`src/rtl/assert_macros.svh`:
```
// ----------------------------------------------------------------------------
// Assertion macros
// Shared concurrent assertion wrappers; empty when SYNTHESIS is defined.
// ----------------------------------------------------------------------------
`ifndef ASSERT_MACROS_SVH
`define ASSERT_MACROS_SVH

`ifndef SYNTHESIS

`define ASSERT_ALWAYS(lbl, clk, rst, expr) \
   lbl: assert property (@(posedge clk) disable iff (rst) (expr)) \
      else $error("assertion failed: expression does not hold");

`define ASSERT_IMPLY(lbl, clk, rst, ante, cons) \
   lbl: assert property (@(posedge clk) disable iff (rst) (ante) |-> (cons)) \
      else $error("assertion failed: same-cycle implication");

`define ASSERT_NEXT(lbl, clk, rst, ante, cons) \
   lbl: assert property (@(posedge clk) disable iff (rst) (ante) |=> (cons)) \
      else $error("assertion failed: next-cycle implication");

`else

`define ASSERT_ALWAYS(lbl, clk, rst, expr)

`define ASSERT_IMPLY(lbl, clk, rst, ante, cons)

`define ASSERT_NEXT(lbl, clk, rst, ante, cons)

`endif

`endif

```
`src/rtl/epcs_pkg.sv`:
```
// ----------------------------------------------------------------------------
// epcs_pkg
// Types and constants of the encoder pulse counter and speed unit.
// ----------------------------------------------------------------------------
`default_nettype none

package epcs_pkg;

   localparam int COUNT_WIDTH_DEFAULT = 32;
   localparam int TIME_WIDTH          = 32;
   localparam int VALUE_WIDTH         = 32;
   localparam int LINES_WIDTH         = 16;
   localparam int OPCODE_WIDTH        = 3;
   localparam int SPEED_WIDTH         = 20;
   localparam int DIV_STEPS           = SPEED_WIDTH;
   localparam int CSR_INDEX_WIDTH     = 1;
   localparam int CSR_DATA_WIDTH      = 32;

   localparam logic [SPEED_WIDTH-1:0] SPEED_NUMERATOR = 20'd1000000;
   localparam logic [TIME_WIDTH-1:0]  LOCKOUT_RESET   = 32'd25000;
   localparam logic [LINES_WIDTH-1:0] LINES_RESET     = 16'd1;

   typedef enum logic [OPCODE_WIDTH-1:0] {
      OP_PULSE      = 3'd0,
      OP_READ_TOTAL = 3'd1,
      OP_READ_DELTA = 3'd2,
      OP_PEEK_DELTA = 3'd3,
      OP_READ_SPEED = 3'd4,
      OP_CLEAR      = 3'd5
   } epcs_op_type;

   typedef enum logic [CSR_INDEX_WIDTH-1:0] {
      CSR_DISK_LINES = 1'b0,
      CSR_LOCKOUT_US = 1'b1
   } epcs_csr_type;

   typedef enum logic [2:0] {
      ST_IDLE,
      ST_EXEC,
      ST_DIV_LINES,
      ST_DIV_RESTART,
      ST_DIV_TIME,
      ST_STORE,
      ST_DONE
   } epcs_state_type;

   typedef struct packed {
      logic [OPCODE_WIDTH-1:0] opcode;
      logic [TIME_WIDTH-1:0]   timestamp_us;
   } epcs_req_type;

   typedef struct packed {
      logic [VALUE_WIDTH-1:0] read_value;
      logic                   pulse_accepted;
   } epcs_rsp_type;

   typedef struct packed {
      logic load;
      logic exec;
      logic div_start_lines;
      logic div_start_time;
      logic div_step;
      logic speed_store;
      logic rsp_load;
   } epcs_cmd_type;

   typedef struct packed {
      logic pulse_hit;
      logic div_last;
      logic rsp_free;
   } epcs_sts_type;

endpackage

`default_nettype wire

```
`src/rtl/epcs_ctrl.sv`:
```
// ----------------------------------------------------------------------------
// epcs_ctrl
// Sequencer: request intake, command execution, two serial divisions, response.
// ----------------------------------------------------------------------------
`default_nettype none
`include "assert_macros.svh"

module epcs_ctrl
   import epcs_pkg::*;
(
   input  logic         clock,
   input  logic         reset,
   input  logic         req_valid,
   output logic         req_ready,
   input  epcs_sts_type sts,
   output epcs_cmd_type cmd
);

   epcs_state_type state_ff, state_in;

   always_ff @(posedge clock) begin
      if (reset) begin
         state_ff <= ST_IDLE;
      end else begin
         state_ff <= state_in;
      end
   end

   always_comb begin
      state_in  = state_ff;
      cmd       = '0;
      req_ready = 1'b0;
      case (state_ff)
         ST_IDLE: begin
            req_ready = 1'b1;
            if (req_valid) begin
               cmd.load = 1'b1;
               state_in = ST_EXEC;
            end
         end
         ST_EXEC: begin
            cmd.exec = 1'b1;
            if (sts.pulse_hit) begin
               cmd.div_start_lines = 1'b1;
               state_in            = ST_DIV_LINES;
            end else begin
               state_in = ST_DONE;
            end
         end
         ST_DIV_LINES: begin
            cmd.div_step = 1'b1;
            if (sts.div_last) begin
               state_in = ST_DIV_RESTART;
            end
         end
         ST_DIV_RESTART: begin
            cmd.div_start_time = 1'b1;
            state_in           = ST_DIV_TIME;
         end
         ST_DIV_TIME: begin
            cmd.div_step = 1'b1;
            if (sts.div_last) begin
               state_in = ST_STORE;
            end
         end
         ST_STORE: begin
            cmd.speed_store = 1'b1;
            state_in        = ST_DONE;
         end
         ST_DONE: begin
            if (sts.rsp_free) begin
               cmd.rsp_load = 1'b1;
               state_in     = ST_IDLE;
            end
         end
         default: begin
            state_in = ST_IDLE;
         end
      endcase
   end

   `ASSERT_NEXT(a_miss_goes_done, clock, reset, (state_ff == ST_EXEC) && !sts.pulse_hit, state_ff == ST_DONE)
   `ASSERT_NEXT(a_first_div_ends, clock, reset, (state_ff == ST_DIV_LINES) && sts.div_last, state_ff == ST_DIV_RESTART)

endmodule

`default_nettype wire

```
`src/rtl/epcs_dp.sv`:
```
// ----------------------------------------------------------------------------
// epcs_dp
// Datapath: config registers, counters, serial restoring divider, response reg.
// ----------------------------------------------------------------------------
`default_nettype none
`include "assert_macros.svh"

module epcs_dp
   import epcs_pkg::*;
#(
   parameter int COUNT_WIDTH = COUNT_WIDTH_DEFAULT
) (
   input  logic                       clock,
   input  logic                       reset,
   input  logic                       csr_we,
   input  logic [CSR_INDEX_WIDTH-1:0] csr_index,
   input  logic [CSR_DATA_WIDTH-1:0]  csr_wdata,
   input  epcs_req_type               req_data,
   input  logic                       rsp_ready,
   input  epcs_cmd_type               cmd,
   output epcs_sts_type               sts,
   output logic                       rsp_valid,
   output epcs_rsp_type               rsp_data
);

   localparam int DivCntW = $clog2(DIV_STEPS);

   logic [LINES_WIDTH-1:0]  lines_ff, lines_in;
   logic [TIME_WIDTH-1:0]   lockout_ff, lockout_in;
   logic [OPCODE_WIDTH-1:0] op_ff, op_in;
   logic [TIME_WIDTH-1:0]   ts_ff, ts_in;
   logic [TIME_WIDTH-1:0]   elapsed_ff, elapsed_in;
   logic [TIME_WIDTH-1:0]   last_ff, last_in;
   logic [COUNT_WIDTH-1:0]  total_ff, total_in;
   logic [COUNT_WIDTH-1:0]  delta_ff, delta_in;
   logic [SPEED_WIDTH-1:0]  speed_ff, speed_in;
   logic [TIME_WIDTH-1:0]   div_rem_ff, div_rem_in;
   logic [SPEED_WIDTH-1:0]  div_quo_ff, div_quo_in;
   logic [TIME_WIDTH-1:0]   div_dvs_ff, div_dvs_in;
   logic [DivCntW-1:0]      div_cnt_ff, div_cnt_in;
   epcs_rsp_type            res_ff, res_in;
   epcs_rsp_type            rsp_ff, rsp_in;
   logic                    rsp_valid_ff, rsp_valid_in;

   logic [TIME_WIDTH:0] div_shift;
   logic [TIME_WIDTH:0] div_diff;
   logic                pulse_hit;

   assign div_shift = {div_rem_ff, div_quo_ff[SPEED_WIDTH-1]};
   assign div_diff  = div_shift - {1'b0, div_dvs_ff};
   assign pulse_hit = (op_ff == OP_PULSE) && (elapsed_ff >= lockout_ff);

   assign sts.pulse_hit = pulse_hit;
   assign sts.div_last  = (div_cnt_ff == DivCntW'(DIV_STEPS - 1));
   assign sts.rsp_free  = !rsp_valid_ff || rsp_ready;

   assign rsp_valid = rsp_valid_ff;
   assign rsp_data  = rsp_ff;

   always_comb begin
      lines_in     = lines_ff;
      lockout_in   = lockout_ff;
      op_in        = op_ff;
      ts_in        = ts_ff;
      elapsed_in   = elapsed_ff;
      last_in      = last_ff;
      total_in     = total_ff;
      delta_in     = delta_ff;
      speed_in     = speed_ff;
      div_rem_in   = div_rem_ff;
      div_quo_in   = div_quo_ff;
      div_dvs_in   = div_dvs_ff;
      div_cnt_in   = div_cnt_ff;
      res_in       = res_ff;
      rsp_in       = rsp_ff;
      rsp_valid_in = rsp_valid_ff;

      if (csr_we) begin
         case (csr_index)
            CSR_DISK_LINES: lines_in   = csr_wdata[LINES_WIDTH-1:0];
            CSR_LOCKOUT_US: lockout_in = csr_wdata[TIME_WIDTH-1:0];
            default: begin
            end
         endcase
      end

      if (cmd.load) begin
         op_in      = req_data.opcode;
         ts_in      = req_data.timestamp_us;
         elapsed_in = req_data.timestamp_us - last_ff;
      end

      if (cmd.exec) begin
         res_in = '0;
         case (op_ff)
            OP_PULSE: begin
               if (pulse_hit) begin
                  last_in               = ts_ff;
                  total_in              = total_ff + COUNT_WIDTH'(1);
                  delta_in              = delta_ff + COUNT_WIDTH'(1);
                  res_in.pulse_accepted = 1'b1;
               end
            end
            OP_READ_TOTAL: begin
               res_in.read_value = VALUE_WIDTH'(total_ff);
               delta_in          = '0;
            end
            OP_READ_DELTA: begin
               res_in.read_value = VALUE_WIDTH'(delta_ff);
               delta_in          = '0;
            end
            OP_PEEK_DELTA: begin
               res_in.read_value = VALUE_WIDTH'(delta_ff);
            end
            OP_READ_SPEED: begin
               res_in.read_value = VALUE_WIDTH'(speed_ff);
            end
            OP_CLEAR: begin
               total_in = '0;
               delta_in = '0;
               speed_in = '0;
            end
            default: begin
            end
         endcase
      end

      // 1000000 / lines, zero lines taken as one
      if (cmd.div_start_lines) begin
         div_rem_in = '0;
         div_quo_in = SPEED_NUMERATOR;
         div_cnt_in = '0;
         div_dvs_in = (lines_ff == '0) ? TIME_WIDTH'(1) : TIME_WIDTH'(lines_ff);
      end

      // quotient / elapsed, zero elapsed taken as one
      if (cmd.div_start_time) begin
         div_rem_in = '0;
         div_cnt_in = '0;
         div_dvs_in = (elapsed_ff == '0) ? TIME_WIDTH'(1) : elapsed_ff;
      end

      if (cmd.div_step) begin
         div_cnt_in = div_cnt_ff + DivCntW'(1);
         if (!div_diff[TIME_WIDTH]) begin
            div_rem_in = div_diff[TIME_WIDTH-1:0];
            div_quo_in = {div_quo_ff[SPEED_WIDTH-2:0], 1'b1};
         end else begin
            div_rem_in = div_shift[TIME_WIDTH-1:0];
            div_quo_in = {div_quo_ff[SPEED_WIDTH-2:0], 1'b0};
         end
      end

      if (cmd.speed_store) begin
         speed_in = div_quo_ff;
      end

      if (cmd.rsp_load) begin
         rsp_in       = res_ff;
         rsp_valid_in = 1'b1;
      end else if (rsp_ready) begin
         rsp_valid_in = 1'b0;
      end
   end

   always_ff @(posedge clock) begin
      if (reset) begin
         lines_ff     <= LINES_RESET;
         lockout_ff   <= LOCKOUT_RESET;
         last_ff      <= '0;
         total_ff     <= '0;
         delta_ff     <= '0;
         speed_ff     <= '0;
         rsp_valid_ff <= 1'b0;
      end else begin
         lines_ff     <= lines_in;
         lockout_ff   <= lockout_in;
         last_ff      <= last_in;
         total_ff     <= total_in;
         delta_ff     <= delta_in;
         speed_ff     <= speed_in;
         rsp_valid_ff <= rsp_valid_in;
      end
   end

   always_ff @(posedge clock) begin
      op_ff      <= op_in;
      ts_ff      <= ts_in;
      elapsed_ff <= elapsed_in;
      div_rem_ff <= div_rem_in;
      div_quo_ff <= div_quo_in;
      div_dvs_ff <= div_dvs_in;
      div_cnt_ff <= div_cnt_in;
      res_ff     <= res_in;
      rsp_ff     <= rsp_in;
   end

   `ASSERT_IMPLY(a_rsp_no_overwrite, clock, reset, cmd.rsp_load, !rsp_valid_ff || rsp_ready)
   `ASSERT_IMPLY(a_pulse_reads_zero, clock, reset, rsp_valid_ff && rsp_ff.pulse_accepted, rsp_ff.read_value == '0)
   `ASSERT_IMPLY(a_div_rem_below, clock, reset, cmd.div_step && (div_cnt_ff != '0), div_rem_ff < div_dvs_ff)

endmodule

`default_nettype wire

```
`src/rtl/encoder_pulse_counter_speed_unit.sv`:
```
// ----------------------------------------------------------------------------
// encoder_pulse_counter_speed_unit
// Encoder pulse counter with lockout filter and speed estimate.
// ----------------------------------------------------------------------------
// One request is handled at a time. A counted pulse goes from acceptance to
// response via the execute state, two 20-step passes of a single shared
// restoring divider (1000000 / disk_lines, then by the elapsed time), the
// restart and store states and the response load. Reads, clears and pulses
// rejected by the lockout skip the divider. The response register frees the
// sequencer once loaded; a new request is taken while a response waits.
// Counters wrap at COUNT_WIDTH bits; reads return the low 32 bits.
// ----------------------------------------------------------------------------
`default_nettype none

module encoder_pulse_counter_speed_unit
   import epcs_pkg::*;
#(
   parameter int COUNT_WIDTH = COUNT_WIDTH_DEFAULT
) (
   input  logic                       clock,
   input  logic                       reset,
   input  logic                       req_valid,
   output logic                       req_ready,
   input  epcs_req_type               req_data,
   output logic                       rsp_valid,
   input  logic                       rsp_ready,
   output epcs_rsp_type               rsp_data,
   input  logic                       csr_we,
   input  logic [CSR_INDEX_WIDTH-1:0] csr_index,
   input  logic [CSR_DATA_WIDTH-1:0]  csr_wdata
);

   epcs_cmd_type cmd;
   epcs_sts_type sts;

   epcs_ctrl u_ctrl (
      .clock     (clock),
      .reset     (reset),
      .req_valid (req_valid),
      .req_ready (req_ready),
      .sts       (sts),
      .cmd       (cmd)
   );

   epcs_dp #(
      .COUNT_WIDTH (COUNT_WIDTH)
   ) u_dp (
      .clock     (clock),
      .reset     (reset),
      .csr_we    (csr_we),
      .csr_index (csr_index),
      .csr_wdata (csr_wdata),
      .req_data  (req_data),
      .rsp_ready (rsp_ready),
      .cmd       (cmd),
      .sts       (sts),
      .rsp_valid (rsp_valid),
      .rsp_data  (rsp_data)
   );

endmodule

`default_nettype wire
```
`config.mk`:
```
export PLATFORM = sky130hd
export DESIGN_NAME = encoder_pulse_counter_speed_unit
export DESIGN_NICKNAME = d
export VERILOG_FILES = /design/src/rtl/epcs_pkg.sv /design/src/rtl/epcs_ctrl.sv /design/src/rtl/epcs_dp.sv /design/src/rtl/encoder_pulse_counter_speed_unit.sv
export VERILOG_INCLUDE_DIRS = /design/src /design/src/rtl
export SDC_FILE = /design/constraint.sdc
export NUM_CORES = 1
export LEC_CHECK = 0
export ABC_AREA = 0
export BUFFER_PORTS_ARGS = -buffer_cell sky130_fd_sc_hd__buf_4
export CORE_MARGIN = 4
export CORE_UTILIZATION = 26
export DETAILED_ROUTE_END_ITERATION = 8
export PLACE_DENSITY_LB_ADDON = 0.12
export SYNTH_ARGS = -nofsm -noshare
export SYNTH_HDL_FRONTEND = slang
export SYNTH_HIERARCHICAL = 1
export SYNTH_SLANG_ARGS = --single-unit
```
`constraint.sdc`:
```
create_clock -name clock -period 14.7 [get_ports clock]
set_input_delay 2.205 -clock clock [delete_from_list [all_inputs] [get_ports clock]]
set_output_delay 2.205 -clock clock [all_outputs]
set_load 0.03 [all_outputs]
```
==> summary.md <==
| Metric | Value |
|---|---|
| Number of synthesized flops with an enable pin | `around 220` |
| Root Buffer | `clkbuf_16` |
| Syn_area_per_cell | `9.667 µm²` |
| Initial antenna violation count | `0` |
| Synthesis warning total | `6` |
| Crit share post-route | `approximately 36%` |
| HP Class | `flip-flop to flip-flop` |
| Post-route DRC | `0` |
| Synth Area in Compound Gates | `16.40%` |
| Iteration-0 DRC Markers | `~1000` |
| Core area | `0.07333 mm²` |
| Fin cells | `between 3000 and 4000` |
| Share of cells above drive strength 1 | `about a tenth` |
| Fin. Hold Viols | `0` |
| Asr flop ratio synth | `0%` |
| Finished Cell Area | `between 0.02 and 0.025 mm²` |
| Vias | `14850` |
| Chip Width | `between 200 and 300 µm` |
| Adder and majority gate portion of the synthesized area | `under 10%` |
| Post-Route WL | `54.92 mm` |
| Max Fclk | `~0.19 GHz` |
| Total power | `2.961 mW` |
| Final min period | `between 5000 and 6000 ps` |
| CP required | `about 15000 ps` |
| Share of the synthesized area in the top cell type | `approximately 34%` |
| Post-place setup slack | `9403 ps` |
| Critical path buffer and inverter count | `2` |
| Layout Nets | `2254` |
| RSZ-0062 raised after global routing | `false` |
| CP Cell Sequence | `inv_1, ha_1, inv_1, fa_1, a21o_1, a221o_1, o211ai_2, a2111oi_1, or3_1, a311o_1, a2111o_1, and3_1, nor2_1, a211oi_1` |
| 1st-pass router iterations | `5` |
| Hold Buf Count CTS | `0` |
| Top delay family on crit path | `compound AO/OA/AOI/OAI gates` |
| Largest net degree at the start of global routing | `between 80 and 90` |
| Total Routing Usage GR | `13.79%` |
| Clock Tree Buf Depth | `3` |
| Number of vias per cell | `approximately 4.8` |
| Total congestion overflow | `0` |
| Worst slew margin | `between 20 and 25%` |
| Post-synth net total | `~2200` |
| Die Y | `280.7 µm` |
| Placer Congestion | `0.7957` |
| IO Pins | `108` |
| WL per Instance | `~18 µm` |
| Clk_skew | `slightly below 30 ps` |
| Post-synthesis cell area | `between 0.015 and 0.02 mm²` |
| Most common cell on crit path | `inv_1` |
| Buffer count from post-CTS setup fixing | `0` |
| Crit path kind | `flip-flop to flip-flop` |
| CTS resizes | `0` |
| Commonest cells post-synth | `nand2_1 (269), edfxtp_1 (222), a21oi_1 (219)` |
| Setup WS post-layout | `~9400 ps` |
| Die area | `just under 0.08 mm²` |
| Setup TNS Final | `0 ps` |
| Yosys top cell by area | `edfxtp_1` |
| Largest cells by area after synthesis | `edfxtp_1 (34%), dfxtp_1 (17%), ha_1 (6.3%)` |
| Placed Cells | `roughly 3000` |
| Crit path max fanout | `23` |
| Vias in the first global route | `around 15000` |
| Simple-gate share of the synthesized area | `17.29%` |
| Most numerous cell in the Yosys netlist | `nand2_1` |
| Filler Cell Count | `around 7700` |
| Clk_lat worst skew | `580 ps` |
| TritonCTS clock tree | `yes` |
| Cell Rows | `slightly below 100` |
| Worst-Margin Slew | `about 1200 ps` |
| Initial Utilization | `between 20% and 30%` |
| Placed Area | `roughly 0.021 mm²` |
| Setup crit start kind | `flip-flop` |
| Syn-to-layout area delta | `17.25%` |
| H-tree Lvls | `2` |
| Dominant synthesized flop cell | `edfxtp_1` |
| Max stage delay on crit path | `910 ps` |
| Clock net sink count | `390` |
| Power Dens Cells | `between 100 and 150 mW/mm²` |
| Final Slew Violations | `0` |
| Post-synthesis mux area share | `less than 1%` |
| Maxcap violations | `0` |
| Port Buffers | `between 100 and 150` |
| Largest family of logic cells by synthesized area | `simple AND/OR/NAND/NOR gates` |
| Leak Pwr | `8.044 nW` |
| Synth unique cells | `73` |
| Worst path slowest cell | `nor2_1` |
| Setup crit end kind | `flip-flop` |
| Post-synthesis sequential area ratio | `about half` |
| TritonCTS buffer count | `47` |
| Yosys reg bits | `390` |
| Synth Area in XOR/XNOR | `under 10%` |
| First-pass GRT wire length | `between 80 and 90 mm` |
| Max VDD drop | `~78 µV` |
| DP HPWL | `around 38 mm` |
| Status | `finished, final reports clean` |
| Worst-path clk slew | `60 ps` |
| Mapped Cells | `2000` |
| Setup violations, final | `0` |
| ANT nets after route | `0` |
| Critical Path AT | `approximately 5500 ps` |
==> metal layers <==
layer  wire [µm]  GRT usage, %  vias to the layer above
li1            -             -                     7329
met1       27910         20.47                     7164
met4        1088         3.495                        0
met2       23560         20.87                      288
met5           0             0                        -
met3        2360         2.260                       64
==> final timing paths <==
kind	endpoint	start	cells past startpoint	slack, ps
setup / recovery	u_dp/div_rem_ff[16]$_SDFFCE_PN0P_	u_dp/div_quo_ff[19]$_SDFFCE_PN1P_	14	9430
hold / removal	u_dp/rsp_data[30]$_DFFE_PP_	u_dp/res_ff[30]$_DFFE_PP_	0	420
setup reg to reg	u_dp/div_rem_ff[16]$_SDFFCE_PN0P_	u_dp/div_quo_ff[19]$_SDFFCE_PN1P_	14	9430
hold reg to reg	u_dp/rsp_data[30]$_DFFE_PP_	u_dp/res_ff[30]$_DFFE_PP_	0	420
==> final cells by class <==
class                           instances  area [µm²]  share of cell area (%)
Multi-Input combinational cell       1394        8486                   37.43
Antenna cell                            1       2.502                 0.01104
Inverter                              118       442.9                   1.954
Tap cell                              959        1200                   5.293
Timing Repair Buffer                  130       980.9                   4.327
Sequential cell                       390       10030                   44.25
Clock buffer                           67        1311                   5.785
Clock inverter                         20       215.2                  0.9494
==> cell families (layout without fill, tap and decap cells) <==
group           Yosys count  in the layout
mux                       3              3
compound gates          519            519
other cells               0              1
xor+xnor                 73             73
buf+inv                 216            335
fa+ha+maj               100            100
simple gates            699            699
flops                   390            390
==> cell usage in the layout, fill, tap and decap left out, types with 19 or more instances in the layout <==
master	synthesis	final
a21o_1	43	43
a21oi_1	219	219
a22oi_1	40	40
and2_1	35	35
and3_1	19	19
buf_4	3	129
clkbuf_16	0	47
dfxtp_1	168	168
edfxtp_1	222	222
ha_1	98	98
inv_1	117	117
nand2_1	269	269
nand2b_1	26	26
nand3_1	63	63
nand3b_1	19	19
nor2_1	127	125
nor3_1	29	29
nor4_1	24	24
o21ai_0	101	101
or3_1	20	20
xnor2_1	50	50
xor2_1	23	23
==> power by group <==
| group | internal, mW | switching (mW) |
|---|---|---|
| Sequential | 1.26 | 0.0508 |
| Clock | 0.690 | 0.469 |
| Combinational | 0.176 | 0.315 |
| Total | 2.13 | 0.835 |
==> through the flow <==
step	util, %	hold WS, ps
final	30.91	416.0
after global routing	30.91	426.3
after CTS	30.89	418.9
after detailed placement	28.81	404.5
after global placement	28.81	406.0
after floorplan	-	400.3
No activity file was read; power rests on OpenSTA's default activity.
